$ cat config.mk
export PLATFORM = sky130hd
export DESIGN_NAME = qrs_disc
export DESIGN_NICKNAME = d
export VERILOG_FILES = /design/src/rtl/core/qrs_pkg.sv /design/src/rtl/core/qrs_disc.sv
export SDC_FILE = /design/constraint.sdc
export NUM_CORES = 2
export LEC_CHECK = 0
export ABC_AREA = 1
export BUFFER_PORTS_ARGS = -buffer_cell sky130_fd_sc_hd__buf_2
export CORE_AREA = 2 2 243 245
export DETAILED_ROUTE_END_ITERATION = 10
export DIE_AREA = 0 0 245 247
export GPL_ROUTABILITY_DRIVEN = 1
export HOLD_SLACK_MARGIN = 0.06
export PLACE_DENSITY = 0.78
export SYNTH_ARGS = -nofsm -noshare
export SYNTH_HDL_FRONTEND = slang
export SYNTH_SLANG_ARGS = --single-unit
$ cat constraint.sdc
create_clock -name aclk -period 5.3 [get_ports aclk]
set_input_delay 0.53 -clock aclk [delete_from_list [all_inputs] [get_ports aclk]]
set_output_delay 0.53 -clock aclk [all_outputs]
set_load 0.01 [all_outputs]
$ cat src/rtl/core/qrs_pkg.sv
// ----------------------------------------------------------------------------
// qrs_pkg
// Shared types and constants for the quadratic root solver.
// ----------------------------------------------------------------------------
package qrs_pkg;

    // Result field widths are fixed by the result format
    localparam int OUT_W       = 34;
    localparam int STATUS_W    = 2;
    localparam int OUT_TDATA_W = 104;   // three 34-bit fields, padded to 13 bytes
    localparam int OUT_TUSER_W = STATUS_W;

    typedef enum logic [STATUS_W-1:0] {
        ST_TWO_ROOTS = 2'd0,
        ST_NO_REAL   = 2'd1,
        ST_A_ZERO    = 2'd2
    } status_t;

endpackage

$ cat src/rtl/core/qrs_disc.sv
// ----------------------------------------------------------------------------
// qrs_disc
// Three-stage discriminant front end: capture, products, b*b - 4ac and status.
// ----------------------------------------------------------------------------
module qrs_disc #(
    parameter int COEF_BITS = 16
) (
    input  logic                          aclk,
    input  logic                          aresetn,
    input  logic                          en,
    input  logic                          in_valid,
    input  logic [COEF_BITS-1:0]          coef_a,
    input  logic [COEF_BITS-1:0]          coef_b,
    input  logic [COEF_BITS-1:0]          coef_c,
    output logic                          out_valid,
    output logic signed [COEF_BITS-1:0]   a_out,
    output logic signed [COEF_BITS-1:0]   b_out,
    output logic signed [2*COEF_BITS+1:0] disc_out,
    output qrs_pkg::status_t              status_out
);
    import qrs_pkg::*;

    localparam int DW = 2*COEF_BITS + 2;

    logic                          v1_reg, v2_reg, v3_reg;
    logic signed [COEF_BITS-1:0]   a1_reg, b1_reg, c1_reg;
    logic signed [COEF_BITS-1:0]   a2_reg, b2_reg, a3_reg, b3_reg;
    logic signed [2*COEF_BITS-1:0] bb2_reg, ac2_reg;
    logic signed [DW-1:0]          disc3_reg, disc_next;
    status_t                       st3_reg, st_next;

    always_ff @(posedge aclk) begin
        if (!aresetn) begin
            v1_reg <= 1'b0;
            v2_reg <= 1'b0;
            v3_reg <= 1'b0;
        end else if (en) begin
            v1_reg <= in_valid;
            v2_reg <= v1_reg;
            v3_reg <= v2_reg;
        end
    end

    always_comb begin
        disc_next = DW'(bb2_reg) - (DW'(ac2_reg) <<< 2);
        if (a2_reg == '0) begin
            st_next = ST_A_ZERO;
        end else if (disc_next[DW-1]) begin
            st_next = ST_NO_REAL;
        end else begin
            st_next = ST_TWO_ROOTS;
        end
    end

    always_ff @(posedge aclk) begin
        if (en) begin
            a1_reg    <= coef_a;
            b1_reg    <= coef_b;
            c1_reg    <= coef_c;
            bb2_reg   <= b1_reg * b1_reg;
            ac2_reg   <= a1_reg * c1_reg;
            a2_reg    <= a1_reg;
            b2_reg    <= b1_reg;
            disc3_reg <= disc_next;
            st3_reg   <= st_next;
            a3_reg    <= a2_reg;
            b3_reg    <= b2_reg;
        end
    end

    assign out_valid  = v3_reg;
    assign a_out      = a3_reg;
    assign b_out      = b3_reg;
    assign disc_out   = disc3_reg;
    assign status_out = st3_reg;

endmodule

**After elaboration in Yosys (flattened, before gate mapping)**

Index checks and enable logic that the tools add are counted.

- Multiply operators: 2
- $add $sub $neg: 1
- Reductions and logical operators: 1
- Mux-type cells: 1

Operators by type and width:

| kind | number |
|---|---|
| $mul A16 B16 Y32 | 2 |
| $sub A32 B34 Y34 | 1 |
| $logic_not A16 Y1 | 1 |
| $mux W1 | 1 |

- Input port bits: 52
- Register bits: 215
- Word-level logic and storage cells: 19

**Depth between registers and ports, before layout**

- Word-level depth: 2
- Depth in mapped cells: 27

**Worst setup path after synthesis**

No wires, ideal clock.

- Kind: register to register
- Start point: register b1_reg[1]
- End point: register bb2_reg[24] (data pin)
- Required time: 5.047 ns
- Arrival time: 5.468 ns
- Slack: -0.421 ns
- Cell stages (with the launch flop): 22
- Cell sequence: edfxtp_1 -> clkbuf_1 -> clkbuf_1 -> nand2_1 -> inv_1 -> fa_1 -> fa_1 -> fa_1 -> fa_1 -> fa_1 -> inv_1 -> fa_1 -> inv_1 -> ha_1 -> nand2_1 -> nor2_4 -> nand2_1 -> clkinv_1 -> nand3_1 -> or2_1 -> nand4_1 -> nand2_1

- Cells in the longest elaborated chain, start to end: 1

Ends and longest elaborated chain:

| element | RTL line | text |
|---|---|---|
| start, declared | qrs_disc.sv:26 | `logic signed [COEF_BITS-1:0] a1_reg, b1_reg, c1_reg;` |
| start signal, assigned | qrs_disc.sv:58 | `b1_reg <= coef_b;` |
| $mul A16 B16 Y32 | qrs_disc.sv:60 | `bb2_reg <= b1_reg * b1_reg;` |
| end signal, assigned | qrs_disc.sv:60 |  |
| end, declared | qrs_disc.sv:28 | `logic signed [2*COEF_BITS-1:0] bb2_reg, ac2_reg;` |

No other way between the ends.
A chain may end at the register's enable or synchronous reset.

**Final worst setup path**

- Start point: register b1_reg[12]
- End point: register bb2_reg[23] (data pin)

Same word-level chain as after synthesis.

==> metrics.md <==
| Metric | Value |
|---|---|
| Status | `finished, violations left` |
| Failing checks | `negative setup slack` |
| CTS Buf Count | `25` |
| Final net count | `approximately 4500` |
| Detailed placement HPWL | `between 50000 and 60000 µm` |
| Fillers | `4075` |
| CP arrival | `6150 ps` |
| Final setup margin | `-527 ps` |
| Crit. End Element | `register` |
| Synth Area in Compound Gates | `3.41%` |
| Synth Area in Simple Gates | `between 10% and 20%` |
| Row count | `between 80 and 90` |
| Slowest cell delay on critical path | `between 500 and 600 ps` |
| Vias in the first global route | `approximately 24000` |
| RR Startpoint | `b1_reg[12]$_DFFE_PP_` |
| Clk sinks | `between 200 and 250` |
| Clock root buffer | `clkbuf_16` |
| Top post-synthesis cells by area | `fa_1 (35%), edfxtp_1 (22%), inv_1 (12%), nand2_1 (9.8%), ha_1 (8.9%)` |
| Largest net degree at the start of global routing | `between 100 and 150` |
| CP delay by family, top | `adder cells` |
| Fmax | `172 MHz` |
| Die area | `0.0605 mm²` |
| Worst path slowest cell | `fa_1` |
| Max FO, Critical Path | `6` |
| Die Y | `~250 µm` |
| Cells on worst reg2reg path | `23` |
| PortBufs | `approximately 120` |
| Reg2reg end | `bb2_reg[23]$_DFFE_PP_` |
| Min-delay src | `coef_a[11]` |
| Post-Syn Area | `0.0287 mm²` |
| GP Congestion | `~0.95` |
| Critical path cell sequence | `buf_4 -> buf_6 -> nand2_1 -> inv_1 -> ha_1 -> inv_2 -> xor2_2 -> fa_1 -> fa_1 -> fa_1 -> fa_1 -> inv_1 -> fa_1 -> inv_2 -> ha_4 -> nand2_4 -> nor2_4 -> nor3b_4 -> nand2_1 -> nand2_2 -> nand2_2 -> nand3_2 -> nand2_1` |
| Register area | `about 0.0063 mm²` |
| Routed wire length per instance | `18.2 µm` |
| Initial DRC count | `1991` |
| Multiplexer share of the synthesized area | `0%` |
| Multi-input gate area | `about 0.021 mm²` |
| Finish-stage setup viols | `34` |
| CTS tree | `built` |
| Yosys warnings | `0` |
| Post-synth top area cell | `fa_1` |
| Die width | `between 200 and 250 µm` |
| Detail Route Antenna Nets | `0` |
| Period utilisation layout | `110%` |
| Global router's overall resource usage | `about a quarter` |
| Post-DR vias/cell | `5.32` |
| Core area | `approximately 0.058 mm²` |
| Ys flop type | `edfxtp_1` |
| Worst slew pin tran | `between 900 and 1000 ps` |
| Slew margin rel. | `between 30% and 40%` |
| Clk slew on worst S/H paths | `70 ps` |
| Residual DRC count | `0` |
| Area Growth Syn to Fin | `29.3%` |
| Hold worst-path end | `a1_reg[11]$_DFFE_PP_` |
| DR vias | `around 24000` |
| Crit. Startpoint | `b1_reg[12]$_DFFE_PP_` |
| I/O pin cnt | `121` |
| Initial core utilization | `about half` |
| Syn Nets | `4023` |
| EDFF count, synth | `208` |
| Grt total ovfl | `0` |
| Main combinational cell family by area after synthesis | `adder cells` |
| Area share of the largest cell type after synthesis | `around a third` |
| Hold Crit Class | `input port to register` |
| Hold slack | `138 ps` |
| Buffers & Inverters on Critical Path | `6` |
| Worst setup SP type | `register` |
| Max Cap Viol | `0` |
| Antenna violations before repair | `1` |
| Synth Area in XOR/XNOR | `~2.2%` |
| Seq/Total Area, Yosys | `about 22%` |
| Count leader, synth | `inv_1` |
| R2r setup slk | `-530 ps` |
| Setup TNS | `-9350 ps` |
| H-tree level count | `1` |
| Max-slew violations | `0` |
| Yosys reg bits | `211` |
| Synth cell types | `37` |
| Skew final | `between 15 and 20 ps` |
| CP most frequent cell | `fa_1` |
| Post-Synthesis Cells | `around 3300` |
| First-pass GRT wire length | `118000 µm` |
| Unrepaired setup endpoints after global routing | `true` |
| Fin crit period | `5830 ps` |
| Final Hold Fails | `0` |
| Share of cells above drive strength 1 | `between 20% and 30%` |
| Hold_buf cts | `0` |
| Synth top cells by count | `inv_1 (945), nand2_1 (748), fa_1 (497)` |
| Post-synthesis adder-cell area fraction | `between 40% and 50%` |
| Pre-antenna DRT Iters | `7` |
| Worst skew pair latency | `570 ps` |
| Mean post-synth cell area | `8.77 µm²` |
| Clock Path Buffers | `3` |
| Post-synth ARST share | `0%` |
| Worst EP required | `5620 ps` |
| Antenna Cells | `0` |
| Hold path cells | `1` |
| WS Path Type | `register to register` |
| Final WL | `83100 µm` |
-- stage by stage --
stage	cells	cell area [µm²]	setup slack, ps	util, %
floorplan	3270	28800	2.07	-
global placement	4380	32500	-333	55.8
detailed placement	4380	32500	-392	55.8
CTS	4502	35200	-127	60.4
global route	4566	37100	-696	63.6
finish	4566	37100	-527	63.6
-- layout by cell type (no fill, tap or decap), types with 7 or more instances in the layout --
cell | synthesis | routed
inv_4 | 0 | 9
o21a_1 | 7 | 7
edfxtp_1 | 208 | 208
xor2_1 | 56 | 51
inv_2 | 0 | 92
nor3_1 | 18 | 9
nor2_4 | 3 | 41
o21ai_1 | 0 | 16
nand2_4 | 0 | 54
inv_1 | 945 | 842
fa_2 | 0 | 41
nand3_2 | 0 | 17
ha_1 | 204 | 155
clkbuf_16 | 0 | 25
buf_8 | 0 | 8
o21bai_1 | 10 | 7
a21oi_2 | 1 | 30
ha_4 | 0 | 47
buf_6 | 0 | 86
fa_1 | 497 | 456
nor2_1 | 150 | 100
xnor2_1 | 15 | 14
o21ai_0 | 47 | 19
a21oi_4 | 0 | 14
nand4_1 | 23 | 23
nand3_1 | 90 | 69
nand2_2 | 6 | 82
nand2_1 | 748 | 616
o21ai_2 | 0 | 12
a21oi_1 | 97 | 54
buf_4 | 2 | 333
buf_12 | 0 | 22
a21o_1 | 10 | 9
nor2_2 | 5 | 17
buf_2 | 0 | 118
-- worst max-delay path by stage --
stage | endpoint | slack (ps) | cells after the start
floorplan | bb2_reg[23]$_DFFE_PP_ | 2 | 23
global placement | bb2_reg[25]$_DFFE_PP_ | -330 | 22
detailed placement | bb2_reg[30]$_DFFE_PP_ | -390 | 22
CTS | bb2_reg[26]$_DFFE_PP_ | -130 | 21
global route | bb2_reg[21]$_DFFE_PP_ | -700 | 21
finish | bb2_reg[23]$_DFFE_PP_ | -530 | 23
-- final cells by class --
type / instances / area share, %
Sequential cell: 211 / 17.0
Inverter: 947 / 9.69
Clock buffer: 31 / 1.75
Clock inverter: 15 / 0.415
Multi-Input combinational cell: 2019 / 55.9
Timing Repair Buffer: 570 / 12.6
Tap cell: 773 / 2.61
-- metal layers --
layer / part of all wire (%) / GRT usage (%) / vias to the layer above
met4: 5.6 / 9.43 / 2
met3: 8.7 / 4.23 / 409
li1: - / - / 10641
met2: 49 / 41.5 / 1369
met1: 36 / 31.7 / 11849
met5: 0.0096 / 0 / -
-- worst reg2reg max path, cell delays in order (launching register included) --
cell and delay [ps]:
edfxtp_1 350, buf_4 180, buf_6 150, nand2_1 110, inv_1 70, ha_1 310, inv_2 90, xor2_2 390
fa_1 560, fa_1 510, fa_1 530, fa_1 510, inv_1 50, fa_1 500, inv_2 50, ha_4 310
nand2_4 70, nor2_4 150, nor3b_4 300, nand2_1 130, nand2_2 110, nand2_2 70, nand3_2 60, nand2_1 50
-- cells by family after synthesis --
kind of cell / after synthesis
adders and majority gates: 701
xor gates and xnor gates: 71
AOI/OAI and AO/OA: 176
other: 1
buffers and inverters: 1040
DFF: 211
and+or+nand+nor: 1070
-- timing repair --
item / CTS / global route
buffers inserted: 74 / 70
gates cloned: 2 / 1
pin swaps: 179 / 291
resized for setup: 333 / 409
endpoints found under the setup margin: 40 / 44
Power is left out: the tool's default activity adds up to more than one toggle a clock period on the data nets, which glitch-free logic cannot reach.
